==> src/rtl/core/assert_macros.svh <==
// Assertion helpers shared by the RTL.
`ifndef ASSERT_MACROS_SVH
`define ASSERT_MACROS_SVH

// Condition must never hold outside reset.
`define ASSERT_NEVER(lbl, clk, rst_n, expr) \
	lbl: assert property (@(posedge clk) disable iff (!rst_n) !(expr)) \
		else $error("forbidden condition seen");

// Antecedent at one edge implies consequent at the next edge.
`define ASSERT_IMPLY_NEXT(lbl, clk, rst_n, ante, cons) \
	lbl: assert property (@(posedge clk) disable iff (!rst_n) (ante) |=> (cons)) \
		else $error("next-cycle implication failed");

`endif

==> src/rtl/core/rrcl_pkg.sv <==
package rrcl_pkg;

	localparam int CORDIC_STEPS = 28;
	localparam int DIV_LAT      = 38;
	localparam int SQRT_LAT     = 32;

	localparam logic signed [33:0] GAIN_Q30 = 34'sd652032874;
	localparam logic signed [33:0] ONE_Q30  = 34'sd1073741824;

	typedef logic signed [31:0] coord_t;

	typedef struct packed {
		coord_t offset;
		coord_t cos_v;
		coord_t sin_v;
		coord_t min_x;
		coord_t min_y;
		coord_t max_x;
		coord_t max_y;
	} rrcl_item_t;

	typedef struct packed {
		logic [31:0] len;
		logic        hit;
	} rrcl_result_t;

	typedef struct packed {
		logic hit;
		logic sat;
	} rrcl_flags_t;

	typedef struct packed {
		logic full;
		logic empty;
	} rrcl_fifo_status_t;

	// CORDIC arctangent steps in units of 2^-32 turn
	function automatic logic [29:0] atan_turn(input logic [4:0] idx);
		logic [29:0] v;
		unique case (idx)
			5'd0:  v = 30'd536870912;
			5'd1:  v = 30'd316933406;
			5'd2:  v = 30'd167458907;
			5'd3:  v = 30'd85004756;
			5'd4:  v = 30'd42667331;
			5'd5:  v = 30'd21354465;
			5'd6:  v = 30'd10679838;
			5'd7:  v = 30'd5340245;
			5'd8:  v = 30'd2670163;
			5'd9:  v = 30'd1335087;
			5'd10: v = 30'd667544;
			5'd11: v = 30'd333772;
			5'd12: v = 30'd166886;
			5'd13: v = 30'd83443;
			5'd14: v = 30'd41722;
			5'd15: v = 30'd20861;
			5'd16: v = 30'd10430;
			5'd17: v = 30'd5215;
			5'd18: v = 30'd2608;
			5'd19: v = 30'd1304;
			5'd20: v = 30'd652;
			5'd21: v = 30'd326;
			5'd22: v = 30'd163;
			5'd23: v = 30'd81;
			5'd24: v = 30'd41;
			5'd25: v = 30'd20;
			5'd26: v = 30'd10;
			5'd27: v = 30'd5;
			default: v = 30'd0;
		endcase
		return v;
	endfunction

endpackage

==> src/rtl/core/rrcl_fifo.sv <==
`include "assert_macros.svh"

module rrcl_fifo #(
	parameter int WIDTH = 8,
	parameter int DEPTH = 4
) (
	input  logic                        clk,
	input  logic                        arst_n,
	input  logic                        push,
	input  logic [WIDTH-1:0]            din,
	input  logic                        pop,
	output logic [WIDTH-1:0]            dout,
	output rrcl_pkg::rrcl_fifo_status_t status
);
	import rrcl_pkg::*;

	localparam int AW = (DEPTH > 1) ? $clog2(DEPTH) : 1;
	localparam int CW = $clog2(DEPTH + 1);

	logic [WIDTH-1:0] mem_q [DEPTH];
	logic [AW-1:0]    wr_ptr_q, rd_ptr_q;
	logic [CW-1:0]    count_q;
	logic             do_push, do_pop;

	assign status.full  = (count_q == CW'(DEPTH));
	assign status.empty = (count_q == '0);
	assign do_push      = push && !status.full;
	assign do_pop       = pop && !status.empty;
	assign dout         = mem_q[rd_ptr_q];

	always_ff @(posedge clk) begin
		if (do_push) begin
			mem_q[wr_ptr_q] <= din;
		end
	end

	always_ff @(posedge clk or negedge arst_n) begin
		if (!arst_n) begin
			wr_ptr_q <= '0;
			rd_ptr_q <= '0;
			count_q  <= '0;
		end else begin
			if (do_push) begin
				wr_ptr_q <= (wr_ptr_q == AW'(DEPTH - 1)) ? '0 : wr_ptr_q + 1'b1;
			end
			if (do_pop) begin
				rd_ptr_q <= (rd_ptr_q == AW'(DEPTH - 1)) ? '0 : rd_ptr_q + 1'b1;
			end
			case ({do_push, do_pop})
				2'b10:   count_q <= count_q + 1'b1;
				2'b01:   count_q <= count_q - 1'b1;
				default: count_q <= count_q;
			endcase
		end
	end

	`ASSERT_NEVER(a_fifo_push_full, clk, arst_n, push && status.full)
	`ASSERT_NEVER(a_fifo_count_range, clk, arst_n, count_q > CW'(DEPTH))

endmodule

==> config.mk <==
export PLATFORM = sky130hd
export DESIGN_NAME = rrcl_fifo
export DESIGN_NICKNAME = d
export VERILOG_FILES = /design/src/rtl/core/rrcl_pkg.sv /design/src/rtl/core/rrcl_fifo.sv
export VERILOG_INCLUDE_DIRS = /design/src /design/src/rtl/core
export SDC_FILE = /design/constraint.sdc
export NUM_CORES = 1
export LEC_CHECK = 0
export BUFFER_PORTS_ARGS = -buffer_cell sky130_fd_sc_hd__buf_2
export CAP_MARGIN = 20
export CORE_MARGIN = 10
export CORE_UTILIZATION = 45
export CTS_CLUSTER_DIAMETER = 80
export DETAILED_ROUTE_END_ITERATION = 10
export PLACE_DENSITY = 0.71
export SLEW_MARGIN = 20
export SYNTH_ARGS = -nofsm -noshare
export SYNTH_HDL_FRONTEND = slang
export SYNTH_SLANG_ARGS = --single-unit
==> constraint.sdc <==
create_clock -name clk -period 3 [get_ports clk]
set_input_delay 0.45 -clock clk [delete_from_list [all_inputs] [get_ports clk]]
set_output_delay 0.45 -clock clk [all_outputs]
set_load 0.01 [all_outputs]
==> results.sh, run 1 <==
export IMPL_drc=0
export IMPL_setup_slack_ns=0.738
export IMPL_ant_nets=0
export IMPL_via_count=778
export IMPL_grt_pass1_wl_microns=4230
export IMPL_cts_tree="done"
export IMPL_fin_nets=129
export IMPL_routabilityCongestion=0.697
export IMPL_synth_compound_area_frac=0
export IMPL_synthXorXnorAreaFrac=0.0163
export IMPL_numCtsBuffers=5
export IMPL_n_antenna_cell=0
export IMPL_hold_buffers=1
export IMPL_timing_hold_ws_ns=0.320
export IMPL_wl_microns=2560
export IMPL_root_buffer="clkbuf_4"
export IMPL_clk_pin_slew_worst_paths_ns=0.11
export IMPL_end_kind="output pin"
export IMPL_slew_headroom=0.604
export IMPL_hp_class="in2reg"
export IMPL_synth_top_family_by_area="multiplexers"
export IMPL_startpoint_type="register"
export IMPL_reg2reg_setup_slack_ns=0.82
export IMPL_critical_path_slowest_cell="dfrtp_1"
export IMPL_fin_area_sq_mm=0.00188
export IMPL_ctsLongestPathBuffers=2
export IMPL_dpl_cell_area_sq_mm=0.00177
export IMPL_ys_ff_latch=39
export IMPL_final_min_clock_period_ns=2.26
export IMPL_grt_usage=0.0911
export IMPL_skew_ns=0.00374
export IMPL_syn_nets=102
export IMPL_power_leakage_nw=0.745
export IMPL_dieArea_sq_mm=0.00638
export IMPL_grt_max_degree=13
export IMPL_yosysUniqueCellTypes=19
export IMPL_critPathArrivalTime_ns=1.81
export IMPL_fin_crit_sh=0.754
export IMPL_die_w_microns=79.8
export IMPL_synth_area_per_cell_sq_um=19.4
export IMPL_dp_slack_ns=0.828
export IMPL_layout_drive_gt1_share=0.414
export IMPL_overflow=0
export IMPL_synthAdderAreaFrac=0.0590
export IMPL_ios=22
export IMPL_nFillCells=259
export IMPL_clk_latency_ns=0.33
export IMPL_place_hpwl_microns=1820
export IMPL_rsz0062_at_grt="no"
export IMPL_syn_inst=83
export IMPL_place_inst=148
export IMPL_ir_worst_vdd_mv=0.559
export IMPL_muxShareOfSynthArea=0.151
export IMPL_synth_simple_gate_area_frac=0.0450
export IMPL_cts_htree_levels=2
export IMPL_fmax_ghz=0.442
export IMPL_fin_tns_setup_ns=0
export IMPL_first_pass_iters=4
export IMPL_path_max_fanout=11
export IMPL_grt_pass1_vias=826
export IMPL_path_cells="mux4_2 -> buf_2"
export IMPL_clock_sinks=39
export IMPL_crit_type="reg2out"
export IMPL_power_density_mw_per_mm2=980
export IMPL_die_y_microns=79.8
export IMPL_tightestPinTransition_ns=0.593
export IMPL_grt_antenna_before_repair=0
export IMPL_drv_cap=0
export IMPL_wl_per_cell_microns=16.3
export IMPL_worstPathRequired_ns=2.55
export IMPL_core_sq_mm=0.00339
export IMPL_std_cell_rows=21
export IMPL_timing_final_hold_violations=0
export IMPL_drv_slew=0
export IMPL_post_cts_buffers=0
export IMPL_start_util=0.475
export IMPL_synth_seq_area_share=0.705
export IMPL_cts_resized=0
export IMPL_drt_initial_drc_count=34
export IMPL_syn_area_sq_mm=0.00161
export IMPL_io_buffer_count=21
export IMPL_fin_cells=157
export IMPL_max_stage_delay_ns=0.74
export IMPL_via_per_inst=4.96
export IMPL_report_final_setup_viol=0
export IMPL_yosys_warnings=0
export IMPL_status="complete, no violations"
export IMPL_area_growth_pct=16.5
[logic make-up (layout without fill, tap and decap cells)]
family | Yosys count | after routing
DFF | 39 | 39
xor gates and xnor gates | 3 | 3
and+or+nand+nor | 11 | 11
buffers and inverters | 10 | 38
adders and majority gates | 7 | 7
muxes | 13 | 13
[power by group]
| part | total (mW) | switching [mW] | internal (mW) |
|---|---|---|---|
| Sequential | 0.852 | 0.120 | 0.732 |
| Clock | 0.422 | 0.162 | 0.260 |
| Combinational | 0.566 | 0.255 | 0.310 |
[placed cells by master, fill, tap and decap left out, drive strengths merged]
cell type,instances
and2,1
nor2,3
nor3,1
ha,6
dfrtp,7
xnor2,1
and3,4
clkbuf,6
nand2b,1
mux2i,1
mux2,4
or3b,1
bufinv,2
dlygate4sd3,1
mux4,8
xor2,2
inv,8
edfxtp,32
buf,21
fa,1
[path summary, 6_finish.rpt]
path | cells past startpoint | to | startpoint
setup / recovery | 2 | dout[3] | rd_ptr_q[0]
hold / removal | 1 | mem_q[1][4] | din[4]
setup reg to reg | 9 | count_q[2] | count_q[0]
hold reg to reg | 1 | count_q[2] | count_q[2]
max in group asynchronous | 2 | wr_ptr_q[1] | arst_n
min in group asynchronous | 2 | count_q[1] | arst_n
[synth_stat cells]
cell      instances  share of area
mux4_2            8           0.11
nor2_1            3         0.0070
and2_4            1         0.0054
and3_2            4          0.019
buf_2             1         0.0031
mux2_2            2          0.014
ha_1              6          0.047
buf_1             1         0.0023
fa_1              1          0.012
inv_1             8          0.019
nor3_1            1         0.0031
mux2i_1           1         0.0062
xor2_1            2          0.011
dfrtp_1           7           0.11
mux2_4            2          0.019
or3b_4            1         0.0070
xnor2_1           1         0.0054
nand2b_1          1         0.0039
edfxtp_1         32           0.60
[flip-flops by register name, summed over array words and instances, names as in the netlist]
signal / flops
mem_q: 32
count_q: 3
rd_ptr_q: 2
wr_ptr_q: 2
[stage by stage]
| step | power [mW] | util |
|---|---|---|
| after floorplan | 1.25 | - |
| after global placement | 1.42 | 0.521 |
| after detailed placement | 1.44 | 0.521 |
| after CTS | 1.87 | 0.554 |
| after global routing | 1.95 | 0.554 |
| final | 1.84 | 0.554 |
[per-layer routing]
layer,GRT usage,vias up,share of wire
li1,-,365,-
met1,0.0996,392,0.42
met2,0.146,15,0.52
met3,0.0439,6,0.045
met4,0.0423,0,0.021
met5,0,-,0
[critical path, delay by kind of cell, from the launching register on]
kind                   cells  cell delay, ns
buffers and inverters      1            0.16
DFF                        1            0.74
muxes                      1            0.58
[cell type report]
cell class | count | area [sq um] | area share
timing repair buffer | 22 | 115 | 0.0613
multi-input combinational | 34 | 437 | 0.233
clock buffer | 6 | 41.3 | 0.0220
tap | 46 | 57.6 | 0.0307
clock inverter | 2 | 60.1 | 0.0320
sequential | 39 | 1140 | 0.605
inverter | 8 | 30.0 | 0.0160
No activity file was read; power rests on OpenSTA's default activity.
==> inputs of run 2 (changes only) <==
==> constraint.sdc (replaced) <==
create_clock -name clk -period 2.1 [get_ports clk]
set_input_delay 0.315 -clock clk [delete_from_list [all_inputs] [get_ports clk]]
set_output_delay 0.315 -clock clk [all_outputs]
set_load 0.01 [all_outputs]
==> results.sh, run 2 (same netlist as run 1, synthesis figures left out) <==
export IMPL_max_stage_delay_ns=0.41
export IMPL_top_register="mem_q"
export IMPL_skew_ns=0.0100
export IMPL_critical_path_slowest_cell="dfrtp_1"
export IMPL_largest_register_ffs=32
export IMPL_area_growth_pct=18.2
export IMPL_drv_cap=0
export IMPL_path_cells="or3b_4 -> and2_4 -> inv_1 -> ha_2 -> inv_1 -> fa_2 -> xor2_1 -> nor2_1 -> xor2_1"
export IMPL_fin_nets=132
export IMPL_ctsLongestPathBuffers=2
export IMPL_status="complete, no violations"
export IMPL_drv_slew=0
export IMPL_power_leakage_nw=0.757
export IMPL_root_buffer="clkbuf_4"
export IMPL_grt_antenna_before_repair=0
export IMPL_fin_cells=160
export IMPL_ir_worst_vdd_mv=1.07
export IMPL_endpoint="count_q[2]"
export IMPL_worstPathRequired_ns=2.33
export IMPL_hp_class="in2reg"
export IMPL_cts_tree="done"
export IMPL_final_min_clock_period_ns=2.03
export IMPL_grt_pass1_wl_microns=4120
export IMPL_reg2reg_setup_slack_ns=0.07
export IMPL_place_inst=150
export IMPL_ant_nets=0
export IMPL_path_max_fanout=3
export IMPL_power_density_mw_per_mm2=1400
export IMPL_fmax_ghz=0.492
export IMPL_grt_max_degree=13
export IMPL_numCtsBuffers=5
export IMPL_core_sq_mm=0.00339
export IMPL_first_pass_iters=4
export IMPL_timing_rr_start="count_q[1]"
export IMPL_std_cell_rows=21
export IMPL_report_final_setup_viol=0
export IMPL_regToRegEndpoint="count_q[2]"
export IMPL_clk_latency_ns=0.34
export IMPL_overflow=0
export IMPL_finalPower_mw=2.66
export IMPL_fin_crit_sh=0.969
export IMPL_timing_hold_ws_ns=0.185
export IMPL_worst_path_dominant_cell_family="simple AND/OR/NAND/NOR gates"
export IMPL_critPathLaunch="count_q[1]"
export IMPL_tightestPinTransition_ns=0.441
export IMPL_via_count=782
export IMPL_startpoint_type="register"
export IMPL_drc=0
export IMPL_ios=22
export IMPL_drt_initial_drc_count=30
export IMPL_layout_drive_gt1_share=0.456
export IMPL_wl_microns=2480
export IMPL_fin_tns_setup_ns=0
export IMPL_critPathBufInv=2
export IMPL_final_common_cell="edfxtp_1"
export IMPL_dieArea_sq_mm=0.00638
export IMPL_cts_htree_levels=2
export IMPL_via_per_inst=4.89
export IMPL_grt_usage=0.0868
export IMPL_clock_sinks=39
export IMPL_reg_top3="mem_q (32), count_q (3)"
export IMPL_worst_r2r_path_depth=9
export IMPL_timing_final_hold_violations=0
export IMPL_slew_headroom=0.706
export IMPL_place_hpwl_microns=1790
export IMPL_cp_depth=9
export IMPL_die_y_microns=79.8
export IMPL_routabilityCongestion=0.672
export IMPL_start_util=0.475
export IMPL_die_w_microns=79.8
export IMPL_n_antenna_cell=0
export IMPL_mostFrequentLayoutCells="edfxtp_1 (32), buf_2 (21), inv_1 (8), mux4_2 (8), dfrtp_1 (6)"
export IMPL_clk_pin_slew_worst_paths_ns=0.11
export IMPL_end_kind="register"
export IMPL_grt_pass1_vias=874
export IMPL_io_buffer_count=21
export IMPL_crit_type="reg2reg"
export IMPL_fin_util=0.562
export IMPL_critPathArrivalTime_ns=2.27
export IMPL_rsz0062_at_grt="yes"
export IMPL_wl_per_cell_microns=15.5
run 2: cell types whose count changed in the layout (fill, tap and decap cells not counted):
| cell | delta |
|---|---|
| buf_4 | +3 |
| dfrtp_1 | -1 |
| dfrtp_2 | +1 |
| fa_1 | -1 |
| fa_2 | +1 |
| ha_1 | -1 |
| ha_2 | +1 |
run 2: report_power, final:
| part | leakage, nW | internal [mW] | switching (mW) |
|---|---|---|---|
| Clock | 0.0525 | 0.372 | 0.225 |
| Sequential | 0.374 | 1.05 | 0.158 |
| Combinational | 0.330 | 0.475 | 0.383 |
run 2: timing repair:
action | CTS | global route
hold buffers | 1 | 0
hold endpoints to repair | 7 | 0
gates resized for setup | 3 | 0
setup endpoints to repair | 9 | 1
buffers inserted | 0 | 1
pin swaps | 2 | 3
run 2: per-layer routing:
layer / global-route usage / up-vias / part of all wire / routed length, microns
met5: 0 / - / 0 / 0
met2: 0.150 / 15 / 0.53 / 1320
met1: 0.0876 / 389 / 0.41 / 1010
met4: 0.0423 / 0 / 0.021 / 53
li1: - / 373 / - / -
met3: 0.0372 / 5 / 0.041 / 102
run 2: through the flow:
stage,worst slack [ns],instance area [sq um]
final,0.0657,1910
after global routing,-0.0870,1910
after CTS,0.0405,1900
after detailed placement,0.0203,1780
after global placement,0.0610,1780
after floorplan,0.0313,1610
run 2: worst min-delay path by stage:
stage / startpoint / depth (start not counted) / to / slack, ns
after floorplan: arst_n / 0 / count_q[0] / 0.02
after global placement: arst_n / 1 / count_q[1] / 0.16
after detailed placement: arst_n / 1 / count_q[1] / 0.16
after CTS: din[1] / 1 / mem_q[2][1] / 0.17
after global routing: din[4] / 1 / mem_q[1][4] / 0.17
final: din[0] / 1 / mem_q[3][0] / 0.18
run 2: cell type report:
cell class | count | area, sq um
fillers | 258 | 1480
clock buffers | 6 | 41.3
well taps | 46 | 57.6
inverters | 8 | 30.0
repair buffers | 25 | 138
flip-flops and latches | 39 | 1140
clock inverters | 2 | 60.1
multi-input cells | 34 | 442
==> inputs of run 3 (changes only) <==
--- a/config.mk
+++ b/config.mk
@@ -13,6 +13,7 @@
 export CTS_CLUSTER_DIAMETER = 80
 export DETAILED_ROUTE_END_ITERATION = 10
 export PLACE_DENSITY = 0.71
+export RECOVER_POWER = 25
 export SLEW_MARGIN = 20
 export SYNTH_ARGS = -nofsm -noshare
 export SYNTH_HDL_FRONTEND = slang
==> results.sh, run 3 (same netlist as run 1, synthesis figures left out) <==
export IMPL_status="complete, no violations"
export IMPL_via_count=780
export IMPL_end_kind="register"
export IMPL_fin_crit_sh=0.969
export IMPL_grt_pass1_wl_microns=4120
export IMPL_layout_drive_gt1_share=0.404
export IMPL_reg_top3="mem_q (32), count_q (3)"
export IMPL_overflow=0
export IMPL_clock_sinks=39
export IMPL_dp_slack_ns=0.0203
export IMPL_slew_headroom=0.705
export IMPL_crit_type="reg2reg"
export IMPL_numCtsBuffers=5
export IMPL_start_util=0.475
export IMPL_n_antenna_cell=0
export IMPL_wl_per_cell_microns=15.5
export IMPL_mostFrequentLayoutCells="edfxtp_1 (32), buf_2 (15), inv_1 (8), mux4_2 (8), clkbuf_1 (7)"
export IMPL_grt_antenna_before_repair=0
export IMPL_critPathArrivalTime_ns=2.27
export IMPL_power_leakage_nw=0.740
export IMPL_area_growth_pct=17.8
export IMPL_root_buffer="clkbuf_4"
export IMPL_fin_cells=160
export IMPL_critical_path_slowest_cell="dfrtp_1"
export IMPL_fin_area_sq_mm=0.00190
export IMPL_skew_ns=0.0100
export IMPL_drv_cap=0
export IMPL_die_y_microns=79.8
export IMPL_die_w_microns=79.8
export IMPL_path_max_fanout=3
export IMPL_setup_slack_ns=0.0657
export IMPL_startpoint_type="register"
export IMPL_clk_latency_ns=0.34
export IMPL_grt_pass1_vias=874
export IMPL_cts_tree="done"
export IMPL_final_min_clock_period_ns=2.03
export IMPL_top_register="mem_q"
export IMPL_critPathBufInv=2
export IMPL_fmax_ghz=0.492
export IMPL_ios=22
export IMPL_drt_initial_drc_count=25
export IMPL_drv_slew=0
export IMPL_first_pass_iters=4
export IMPL_finalPower_mw=2.66
export IMPL_place_inst=150
export IMPL_path_cells="or3b_4 -> and2_4 -> inv_1 -> ha_2 -> inv_1 -> fa_2 -> xor2_1 -> nor2_1 -> xor2_1"
export IMPL_worst_path_dominant_cell_family="simple AND/OR/NAND/NOR gates"
export IMPL_hp_class="in2reg"
export IMPL_via_per_inst=4.88
export IMPL_dieArea_sq_mm=0.00638
export IMPL_tightestPinTransition_ns=0.443
export IMPL_ir_worst_vdd_mv=1.07
export IMPL_clk_pin_slew_worst_paths_ns=0.11
export IMPL_largest_register_ffs=32
export IMPL_routabilityCongestion=0.672
export IMPL_rsz0062_at_grt="yes"
export IMPL_power_density_mw_per_mm2=1400
export IMPL_fin_nets=132
export IMPL_final_common_cell="edfxtp_1"
export IMPL_dpl_cell_area_sq_mm=0.00178
export IMPL_grt_max_degree=13
export IMPL_drc=0
export IMPL_grt_usage=0.0868
export IMPL_max_stage_delay_ns=0.41
export IMPL_ctsLongestPathBuffers=2
export IMPL_ant_nets=0
export IMPL_io_buffer_count=21
export IMPL_place_hpwl_microns=1790
export IMPL_cts_htree_levels=2
export IMPL_std_cell_rows=21
export IMPL_wl_microns=2490
export IMPL_report_final_setup_viol=0
export IMPL_timing_final_hold_violations=0
export IMPL_core_sq_mm=0.00339
export IMPL_fin_tns_setup_ns=0
export IMPL_worstPathRequired_ns=2.33
[run 3: layout make-up]
cell class,count,area [sq um]
clock inverter,2,60.1
clock buffer,6,41.3
fill,258,1490
sequential,39,1140
inverter,8,30.0
multi-input combinational,34,442
tap,46,57.6
timing repair buffer,25,130
[run 3: through the flow]
stage / hold slack [ns] / util
finish: 0.192 / 0.560
floorplan: 0.0194 / -
CTS: 0.168 / 0.560
detailed placement: 0.162 / 0.525
global route: 0.177 / 0.560
global placement: 0.157 / 0.525
[run 3: path summary, 6_finish.rpt]
kind | startpoint | end | slack [ns] | cells after the start
max reg2reg | count_q[1] | count_q[2] | 0.07 | 9
min in group asynchronous | arst_n | count_q[1] | 0.32 | 2
max | count_q[1] | count_q[2] | 0.07 | 9
max in group asynchronous | arst_n | rd_ptr_q[0] | 1.60 | 2
min | din[7] | mem_q[2][7] | 0.19 | 1
min reg2reg | count_q[2] | count_q[2] | 0.49 | 1
[run 3: where the power goes]
| group | total [mW] | internal (mW) | switching [mW] |
|---|---|---|---|
| Clock | 0.597 | 0.372 | 0.225 |
| Sequential | 1.21 | 1.05 | 0.159 |
| Combinational | 0.856 | 0.473 | 0.383 |
[run 3: what timing repair did]
item,CTS,global route
endpoints found under the setup margin,9,1
hold endpoints to repair,7,0
setup buffers,0,1
gates resized for setup,3,0
pin swaps,2,3
gates cloned,0,0
hold buffers,1,0
[run 3: metal layers]
| metal | vias to the layer above | global-route usage | share of wire |
|---|---|---|---|
| li1 | 373 | - | - |
| met1 | 385 | 0.0876 | 0.41 |
| met2 | 17 | 0.150 | 0.53 |
| met3 | 5 | 0.0372 | 0.043 |
| met4 | 0 | 0.0423 | 0.021 |
| met5 | - | 0 | 0 |
